<file path="config.mk">
export PLATFORM = sky130hd
export DESIGN_NAME = bpa_ram
export DESIGN_NICKNAME = d
export VERILOG_FILES = /design/src/rtl/bpa_ram.sv
export SDC_FILE = /design/constraint.sdc
export NUM_CORES = 1
export LEC_CHECK = 0
export ABC_CLOCK_PERIOD_IN_PS = 2480
export BUFFER_PORTS_ARGS = -buffer_cell sky130_fd_sc_hd__buf_2
export CAP_MARGIN = 20
export CELL_PAD_IN_SITES_DETAIL_PLACEMENT = 1
export CELL_PAD_IN_SITES_GLOBAL_PLACEMENT = 2
export CORE_UTILIZATION = 35
export DETAILED_ROUTE_END_ITERATION = 12
export PLACE_DENSITY = 0.58
export SETUP_SLACK_MARGIN = 0.2
export SLEW_MARGIN = 20
export SYNTH_ARGS = -nofsm -noshare
export SYNTH_HDL_FRONTEND = slang
export SYNTH_SLANG_ARGS = --single-unit
</file>
<file path="constraint.sdc">
create_clock -name clock -period 2.48 [get_ports clock]
set_input_delay 0.372 -clock clock [delete_from_list [all_inputs] [get_ports clock]]
set_output_delay 0.372 -clock clock [all_outputs]
set_load 0.01 [all_outputs]
</file>
<file path="src/rtl/bpa_ram.sv">
// Generic simple dual-port RAM with one write port and one registered read port.
// No dependencies.
module bpa_ram #(
   parameter int WIDTH = 8,
   parameter int DEPTH = 16
) (
   input  logic                     clock,
   input  logic                     we,
   input  logic [$clog2(DEPTH)-1:0] waddr,
   input  logic [WIDTH-1:0]         wdata,
   input  logic                     re,
   input  logic [$clog2(DEPTH)-1:0] raddr,
   output logic [WIDTH-1:0]         rdata
);

   logic [WIDTH-1:0] mem [DEPTH];

   always_ff @(posedge clock) begin
      if (we) begin
         mem[waddr] <= wdata;
      end
      if (re) begin
         rdata <= mem[raddr];
      end
   end

endmodule

</file>
==> impl_metrics.yaml <==
routing:
  avgRoutedWirePerCell_um: 24.7
  routed_wl_um: 12000
  vias: 2540
  drcViolationCount: 0
  antenna_left: 0
  viasPerCell: 5.25
  drtIter0Drc: 239
  drt_first_pass_iters: 4
sta:
  finalCritPeriodShare_pct: 66.0
  layout_setup_ws_ps: 843
  hold_viol: 0
  clock.fmax_mhz: 611
  fin_skew_ps: 5.76
  finalSetupViolCount: 0
  drv_slew: 0
  worst_pin_slew_ps: 502
  rsz0062_at_grt: "false"
  fin_tns_setup_ps: 0
  relSlewSlack_pct: 66.5
  min_period_ps: 1640
yosys:
  synth_compound_area_share_pct: 2.30
  synth-edff-count: 136
  synth_xor_area_share_pct: 0
  ys_ff_latch: 136
  synth_most_common_cell: "edfxtp_1"
  synth_fa_ha_area_share_pct: 0
  netlist_area_um2: 5230
  yosys.area.top_type_share_pct: 78.1
  avgSynthCellArea_um2: 22.8
  synth_async_sr_flop_share_pct: 0
  netlist_top_cells_count: "136 x edfxtp_1, 18 x mux4_2, 16 x a22oi_1"
  synth_area_leaders: "edfxtp_1 78%, mux4_2 7.8%, mux4_1 7.0%, a22oi_1 2.3%, nor2_1 0.93%"
  ys_warn_count: 0
  ys.flop_type: "edfxtp_1"
  synth_area_leader_cell: "edfxtp_1"
  yosys.area_share.simple_pct: 3.14
  synth.area.mux_share_pct: 14.8
  synth_fp_nets: 248
  synthCells: 229
  yosysSeqAreaShare_pct: 78.1
  ys_types: 18
  synth_top_family_by_area: "multiplexers"
global_route:
  globalRoute.totalOverflow: 0
  grt_usage_pct: 16.3
  antenna_found_initial: 0
  grt_pass1_wl_um: 17400
  grt_pass1_vias: 2631
  grt_max_degree: 18
power:
  vdd.ir_drop.worst_mv: 0.453
  p_per_area_nw_per_um2: 864
  p_leak_nw: 2.13
clock_tree:
  clk_latency_ps: 410
  cts_buffers: 17
  htreeDepth: 4
  root_buffer: "clkbuf_16"
  cts.sinks: 136
  clk_pin_slew_worst_paths_ps: 60
  cts_setup_buffers: 0
  ctsHoldBuffers: 0
  cts_resized: 0
  clk_path_buf_depth: 2
  cts_tree: "yes"
final_layout:
  design_area_um2: 6320
  antenna_cells: 0
  nNetsFinal: 306
  areaGrowthSynthToFinish_pct: 20.8
  drive_above_1_share_pct: 33.3
  fin_cells: 484
floorplanning:
  die_w_um: 124
  num_rows: 44
  die_y_um: 124
  dieArea_um2: 15400
  core_um2: 14500
  start_util_pct: 36.0
  ios: 27
setup_path:
  required_ps: 2630
  critPathLaunchType: "input port"
  slowest_delay_ps: 560
  cp.arrival_ps: 1790
  r2r-start: "mem[7][6]"
  end_kind: "flip-flop"
  worst-path-buf-inv: 2
  crit_cells: 5
  worstSetupStartpoint: "raddr[0]"
  critPathTopFamily: "multiplexers"
  crit_path_cell_trace: "buf_2 > buf_12 > mux4_1 > a22oi_1 > nand2_1"
  crit_slowest_cell: "mux4_1"
  crit_fanout: 9
  crit_type: "input port to flip-flop"
  rr_worst_depth: 3
place:
  dp_slack_ps: 401
  dp_cells: 452
  portBuffers: 26
  dpl.hpwl_um: 7520
  place.gp.congestion: 0.681
  placed_area_um2: 5700
flow_run:
  drv_cap: 0
hold_path:
  hold_class: "input port to flip-flop"
  worstHoldStart: "wdata[2]"
  whs_path_depth: 1
outcome:
  outcome: "finished clean"
## registers in the layout, summed over array words and instances (netlist names)
name and cells:
rdata 8, mem 128
## path summary, 6_finish.rpt
kind / slack, ps / end
setup / recovery: 840 / rdata[3]
hold / removal: 340 / mem[4][2]
setup reg to reg: 970 / rdata[6]
hold reg to reg: 750 / rdata[2]
## per-stage QoR
stage,hold slack [ps],util [%],power [mW]
finish,337,43.5,5.46
global route,339,43.5,5.60
CTS,323,43.5,5.50
detailed placement,747,39.2,2.91
global placement,742,39.2,2.90
floorplan,471,-,2.78
## placed cells by master, fill, tap and decap left out, drive strengths merged
master    instances
buf              49
a22oi            16
nand2             9
nand2b            2
clkbuf           17
and2b             1
nor3              4
nand3             1
clkinv            3
nand3b            2
or3b              1
nor2             13
nor2b             1
mux4             32
clkinvlp          3
inv               6
edfxtp          136
and2              1
bufinv            3
## final cells by class
type                            count  area (µm²)
Multi-Input combinational cell     83        1060
Tap cell                          184         230
Clock buffer                       17         425
Fill cell                        1395        8220
Timing Repair Buffer               49         328
Sequential cell                   136        4080
Clock inverter                     15         191
## report_power, final
part           switching, mW  internal [mW]  leakage [nW]  total [mW]
clock                  0.996           1.60         0.292        2.60
combinational          0.146          0.105         0.603       0.251
sequential            0.0140           2.59          1.24        2.60
total                   1.16           4.30          2.13        5.46
## layer usage
layer  vias to the layer above  share of wire [%]  GRT usage, %
met3                         6                3.2          3.88
met5                         -                  0             0
met4                         0               0.85          5.53
li1                       1097                  -             -
met2                        55                 47          24.4
met1                      1382                 48          23.3
## worst register-to-register path, stage by stage (launching register included)
cell and delay (ps):
edfxtp_1 380, mux4_2 510, a22oi_1 290, nand2_1 80
## cell families (layout without fill, tap and decap cells)
logic type      Yosys count  in the layout
simple gates             35             35
flops                   136            136
mux                      32             32
buf+inv                  10             81
compound gates           16             16
Note: power is estimated with default switching activity, not from simulation.
