$ cat config.mk
export PLATFORM = sky130hd
export DESIGN_NAME = bpa_decode
export DESIGN_NICKNAME = d
export VERILOG_FILES = /design/src/rtl/bpa_pkg.sv /design/src/rtl/bpa_decode.sv
export SDC_FILE = /design/constraint.sdc
export NUM_CORES = 1
export LEC_CHECK = 0
export ABC_AREA = 1
export BUFFER_PORTS_ARGS = -buffer_cell sky130_fd_sc_hd__buf_2
export CAP_MARGIN = 40
export CORE_MARGIN = 2
export CORE_UTILIZATION = 45
export DETAILED_ROUTE_END_ITERATION = 12
export GPL_TIMING_DRIVEN = 0
export MAX_ROUTING_LAYER = met4
export PLACE_DENSITY = 0.74
export SLEW_MARGIN = 5
export SYNTH_ARGS = -nofsm -noshare
export SYNTH_HDL_FRONTEND = slang
export SYNTH_SLANG_ARGS = --single-unit
export TNS_END_PERCENT = 30
$ cat constraint.sdc
create_clock -name vclk -period 2.3
set_input_delay 0.115 -clock vclk [all_inputs]
set_output_delay 0.115 -clock vclk [all_outputs]
set_load 0.05 [all_outputs]
$ cat src/rtl/bpa_pkg.sv
// Package for the buddy page allocator: sizing constants, codes, state
// encodings and the frame-table entry format. No dependencies.
package bpa_pkg;

   localparam int FRAME_COUNT      = 1024;
   localparam int TOP_ORDER        = 10;
   localparam int FRAME_BYTES_LOG2 = 12;

   localparam int IDX_W   = $clog2(FRAME_COUNT);
   localparam int ORD_W   = 5;
   localparam int ENTRY_W = 2 + ORD_W;

   typedef enum logic [1:0] {
      STAT_FREE   = 2'd0,
      STAT_USED   = 2'd1,
      STAT_INSIDE = 2'd2
   } status_type;

   typedef enum logic [1:0] {
      OUT_OK        = 2'd0,
      OUT_NO_MEMORY = 2'd1,
      OUT_ALREADY   = 2'd2,
      OUT_BAD_ADDR  = 2'd3
   } outcome_type;

   typedef enum logic [0:0] {
      KIND_ALLOC = 1'b0,
      KIND_FREE  = 1'b1
   } kind_type;

   typedef enum logic [3:0] {
      ST_CLEAR,
      ST_IDLE,
      ST_DECODE,
      ST_SCAN,
      ST_SPLIT,
      ST_FCHECK,
      ST_MREAD,
      ST_MCHK,
      ST_MFIN
   } state_type;

   typedef struct packed {
      logic [ORD_W-1:0] alloc_order;
      logic             too_big;
      logic             addr_bad;
      logic [IDX_W-1:0] frame_idx;
   } decode_type;

   function automatic logic [ENTRY_W-1:0] make_entry(input logic [1:0] st,
                                                     input logic [ORD_W-1:0] ord);
      make_entry = {st, ord};
   endfunction

endpackage

$ cat src/rtl/bpa_decode.sv
// Request decoder: turns a byte count into a block order and checks a free address.
// Depends on bpa_pkg.
module bpa_decode (
   input  logic [31:0]         request_bytes,
   input  logic [31:0]         block_address,
   input  logic [31:0]         pool_base,
   output bpa_pkg::decode_type dec
);

   logic [31:0] offset;

   assign offset = block_address - pool_base;

   // The smallest order whose block holds the request; past the top order means too big.
   always_comb begin
      dec.alloc_order = bpa_pkg::ORD_W'(bpa_pkg::TOP_ORDER + 1);
      for (int j = bpa_pkg::TOP_ORDER; j >= 0; j--) begin
         if ({32'd0, request_bytes} <= (64'd1 << (bpa_pkg::FRAME_BYTES_LOG2 + j))) begin
            dec.alloc_order = bpa_pkg::ORD_W'(j);
         end
      end
      dec.too_big = (dec.alloc_order > bpa_pkg::ORD_W'(bpa_pkg::TOP_ORDER));
      dec.addr_bad = (block_address < pool_base)
                   || (offset[bpa_pkg::FRAME_BYTES_LOG2-1:0] != '0)
                   || ((offset >> bpa_pkg::FRAME_BYTES_LOG2) >= 32'(bpa_pkg::FRAME_COUNT));
      dec.frame_idx = bpa_pkg::IDX_W'(offset >> bpa_pkg::FRAME_BYTES_LOG2);
   end

endmodule

==> results.json, run 1 <==
{
  "drv_cap": 0,
  "placedCellCount": 780,
  "path_cells": "buf_2 > inv_1 > ha_2 > inv_2 > fa_2 > nand2_2 > nand2_2 > nand3_1 > nand2_1 > nand3_1 > nand2_2 > nand2_1 > buf_4 > nand4_1 > nand2_1 > nand3_1 > nor2_1 > nor2_1 > nand3_1 > buf_6",
  "p_int_mw": 0.3222,
  "synth_cell_type_count": 41,
  "swShare_pct": 66.27,
  "cp_top_family": "simple AND/OR/NAND/NOR gates",
  "start_util_pct": 46.88,
  "fin_ws_ps": -72.83,
  "hold_class": "in -> out",
  "grt_max_degree": 7,
  "vias": 4137,
  "crit_top_cell": "nand3_1",
  "dp_hpwl_um": 8828,
  "grt_first_pass_wirelength_um": 16500,
  "drtIter0Drc": 178,
  "ys.warnings.count": 0,
  "drtPass1Iterations": 5,
  "period_share_pct": 103.2,
  "period_minus_slack_ps": 2373,
  "die_width_um": 85.57,
  "viasPerCell": 5.290,
  "antenna_cells": 0,
  "synth_top_area_share_pct": 19.81,
  "cp-end-kind": "output port",
  "dpl-instance-area_mm2": 0.003651,
  "irDropWorstVdd_v": 0.0002009,
  "critPathMaxFanout": 3,
  "chipHeight_um": 85.57,
  "rows": 29,
  "nets": 836,
  "violations": "negative setup slack",
  "worst_pin_slew_ps": 644.7,
  "path_buf_inv": 5,
  "ios": 113,
  "finalHoldViolCount": 0,
  "synth_area_mm2": 0.002994,
  "slew_headroom_pct": 56.62,
  "gp_congestion": 0.9140,
  "regArea_um2": 0,
  "layout.cells.non_filler": 782,
  "yosys-top-cells-area": "nand2_1 (20%), inv_1 (14%), ha_1 (13%)",
  "final_common_cell": "nand2_1",
  "run_status": "finished, violations left",
  "grt_use_total_pct": 27.49,
  "cp.arrival_ps": 2260,
  "syn_inst": 591,
  "antenna_found_initial": 0,
  "switchingPower_mw": 0.6331,
  "cp_slowest_cell": "fa_2",
  "drc": 0,
  "post_drt_wl_per_cell_um": 12.70,
  "critPathMaxStageDelay_ps": 340,
  "final_cell_area_mm2": 0.003712,
  "syn_area_per_cell_um2": 5.066,
  "grt_pass1_vias": 3841,
  "worstSetupStartpointType": "input port",
  "grt_setup_unrepaired": "true",
  "die_area_mm2": 0.007322,
  "p_clk_share_pct": 0,
  "antenna_left": 0,
  "nClkBuffers": 0,
  "area_growth_pct": 23.99,
  "slew_viol_final": 0,
  "overflow": 0,
  "p_seq_share_pct": 0,
  "worstPathRequired_ps": 2180,
  "final_cell_mix": "nand2_1 (154), inv_1 (111), buf_2 (110), nor2_1 (82), nand3_1 (43)",
  "wl_um": 9931,
  "flops_and_latches": 0,
  "cts_hold_buf": 0,
  "yosysTopAreaCell": "nand2_1",
  "synth_nets": 720,
  "finalSetupViolCount": 1,
  "drive_gt1_share_pct": 22.70,
  "leakage_nw": 2.170,
  "fmax_ghz": 0.4214,
  "p_comb_share_pct": 100.0,
  "power_mw": 0.9554,
  "ys_seq_area_share_pct": 0,
  "final_util_pct": 58.13,
  "p_per_area_mw_per_mm2": 257.3,
  "portBuffers": 112,
  "core-area_mm2": 0.006386,
  "critPathKind": "in -> out"
}
[metrics by stage]
step                setup slack, ps  TNS (ps)  hold WS (ps)
detailed placement           -253.5    -253.5         814.0
CTS                          -44.72    -44.72         817.9
global route                 -271.5    -271.5         877.6
finish                       -72.83    -72.83         808.7
global placement             -246.2    -246.2         810.5
floorplan                    -97.78    -97.78         604.0
[Yosys cell counts (4+ instances only)]
cell type / n
a21oi_1: 36
a21oi_2: 6
ha_1: 32
inv_1: 112
nand2_1: 158
nand2_2: 8
nand3_1: 44
nand3b_1: 8
nand4_1: 11
nor2_1: 85
nor2_2: 5
nor3_1: 14
nor4_1: 9
o21ai_0: 19
xnor2_1: 4
xor2_1: 4
[power groups by stage]
| stage | clock (mW) | sequential (mW) | combinational [mW] |
|---|---|---|---|
| finish | 0 | 0 | 0.955 |
| global route | 0 | 0 | 1.07 |
| CTS | 0 | 0 | 0.938 |
| detailed placement | 0 | 0 | 0.928 |
| global placement | 0 | 0 | 0.919 |
| floorplan | 0 | 0 | 0.667 |
[logic make-up (layout without fill, tap and decap cells)]
kind of cell    after synthesis  in the layout  share of synthesized area [%]
other cells                   1              1                         0.1252
buf+inv                     115            229                          14.54
xor+xnor                      9              9                          2.883
simple gates                355            355                          52.78
fa+ha+maj                    33             33                          14.04
compound gates               78             78                          15.63
[final timing paths]
check         startpoint  endpoint  slack (ps)  cells past startpoint
min    request_bytes[22]   dec[11]         810                      6
max     block_address[0]   dec[10]         -70                     20
[layer usage]
metal  vias to the layer above  track usage, %  part of all wire, %
met1                      1799           34.57                   43
met3                        22           1.347                  7.2
met4                         0           5.483                  2.3
met2                       180           48.93                   48
li1                       2136               -                    -
met5                         -               -                    0
[area by class of cell]
| class | count | area, µm² |
|---|---|---|
| inverter | 114 | 427.9 |
| buffer | 1 | 7.507 |
| multi-input combinational | 476 | 2596 |
| fill | 687 | 2674 |
| timing repair buffer | 114 | 584.3 |
| tap | 77 | 96.34 |
[repair_timing]
item,CTS,global route
gates resized for setup,7,10
endpoints found under the setup margin,1,2
setup buffers,1,1
pin swaps,3,2
endpoints found under the hold margin,0,0
No activity file was read; power rests on OpenSTA's default activity.
==> run 2: changes to the inputs <==
==> constraint.sdc (replaced) <==
create_clock -name vclk -period 2.3
set_input_delay 0.46 -clock vclk [all_inputs]
set_output_delay 0.46 -clock vclk [all_outputs]
set_load 0.05 [all_outputs]
==> run 2 against run 1 <==
The run still ends with negative setup slack left. Clock-buffer cell count is the same. First-iteration DRC count increased by 23%. Final cell count rose by 1.0%. Worst hold slack better by 650 ps. Via count grew 4.2%. Global-route usage up 0.73 points. Maximum frequency fell by 24%. Die area unchanged. Critical path type unchanged. Largest cell class unchanged. Largest power group unchanged.
==> results.json, run 2 (synthesis results as in run 1) <==
{
  "hold_start": "block_address[17]",
  "pre_cts_ws_ps": -958.5,
  "antenna_cells": 0,
  "drv_cap": 0,
  "hold_class": "in -> out",
  "grt_first_pass_wirelength_um": 16910,
  "fmax_ghz": 0.3218,
  "flops_and_latches": 0,
  "slew_headroom_pct": 55.85,
  "p_per_area_mw_per_mm2": 263.5,
  "core-area_mm2": 0.006386,
  "cp.arrival_ps": 2650,
  "antenna_found_initial": 0,
  "drtIter0Drc": 219,
  "rows": 29,
  "final_cell_mix": "nand2_1 (136), inv_1 (102), buf_2 (91), nor2_1 (77), nand3_1 (39)",
  "gp_congestion": 0.9602,
  "slew_viol_final": 0,
  "regArea_um2": 0,
  "whs_ps": 1458,
  "finalSetupViolCount": 12,
  "leakage_nw": 2.317,
  "worst_pin_slew_ps": 656.2,
  "antenna_left": 0,
  "cp-end-kind": "output port",
  "area_growth_pct": 47.18,
  "critPathKind": "in -> out",
  "drtPass1Iterations": 5,
  "overflow": 0,
  "worstSetupStartpointType": "input port",
  "fillerInstances": 580,
  "viasPerCell": 5.457,
  "wl_um": 11000,
  "grt_pass1_vias": 3983,
  "post_drt_wl_per_cell_um": 13.92,
  "irDropWorstVdd_v": 0.0003116,
  "dp_hpwl_um": 9041,
  "grt_max_degree": 7,
  "run_status": "finished, violations left",
  "final_common_cell": "nand2_1",
  "die_width_um": 85.57,
  "worstPathRequired_ps": 1840,
  "cts_hold_buf": 0,
  "holdPathStages": 4,
  "drc": 0,
  "fin_ws_ps": -807.2,
  "ios": 113,
  "portBuffers": 112,
  "finalHoldViolCount": 0,
  "nets": 844,
  "hold_end": "dec[5]",
  "drive_gt1_share_pct": 33.80,
  "period_minus_slack_ps": 3107,
  "chipHeight_um": 85.57,
  "grt_use_total_pct": 28.22,
  "grt_setup_unrepaired": "true",
  "nClkBuffers": 0,
  "violations": "negative setup slack",
  "period_share_pct": 135.1,
  "vias": 4311,
  "die_area_mm2": 0.007322,
  "critPathMaxFanout": 3,
  "start_util_pct": 46.88
}
## run 2: cell count changes in the layout (fill, tap and decap cells not counted), sizes merged
| cell | delta |
|---|---|
| buf | +8 |
## run 2: timing repair
item | CTS | global route
buffers inserted | 6 | 4
setup endpoints to repair | 14 | 14
gates resized for setup | 65 | 45
pin swaps | 25 | 15
## run 2: where the power goes
group	leakage (nW)	internal, mW	switching (mW)	total, mW
clock network	0	0	0	0
registers	0	0	0	0
logic	2.32	0.450	0.711	1.16
total	2.32	0.450	0.711	1.16
## run 2: worst max-delay path, stage by stage
cell and delay (ps):
buf_6 90, inv_4 50, ha_4 120, inv_2 40, fa_2 350, nand2_2 80, nand2_2 70, nand3_1 90
nand2_1 90, nand2_1 60, nand2_1 50, nor2_1 90, nand3_1 80, nor2_1 130, nand4_1 140, nor2_1 130
nand3_1 110, nor2_2 170, nand3_4 80, buf_6 160
## run 2: worst max path at each step
stage	startpoint	slack, ps	to	cells after the start
5_1_grt	pool_base[0]	-900	dec[10]	17
3_3_place_gp	block_address[0]	-910	dec[10]	20
2_1_floorplan	pool_base[15]	-430	dec[10]	14
3_5_place_dp	block_address[0]	-960	dec[10]	20
6_report	block_address[0]	-810	dec[10]	20
4_1_cts	pool_base[0]	-810	dec[10]	17
## run 2: layout make-up
class	count	area (µm²)	area share (%)
repair buffers	122	767.0	17.40
plain buffers	1	7.507	0.1704
well taps	77	96.34	2.186
inverters	114	447.9	10.16
multi-input cells	476	3088	70.07
## run 2: metrics by stage
step | cell area [µm²] | std cells | total power, mW | utilization [%] | TNS (ps)
CTS | 4229 | 786 | 1.101 | 66.22 | -2676
finish | 4407 | 790 | 1.161 | 69.00 | -2605
detailed placement | 3921 | 780 | 0.9982 | 61.40 | -4931
floorplan | 3264 | 591 | 0.7241 | - | -1167
global route | 4407 | 790 | 1.263 | 69.00 | -3833
global placement | 3921 | 780 | 0.9864 | 61.40 | -4619
## run 2: layer usage
metal | track usage (%) | wire length, µm
met5 | - | 0
met4 | 6.638 | 293
met3 | 1.444 | 894
met2 | 51.99 | 5386
met1 | 33.62 | 4425
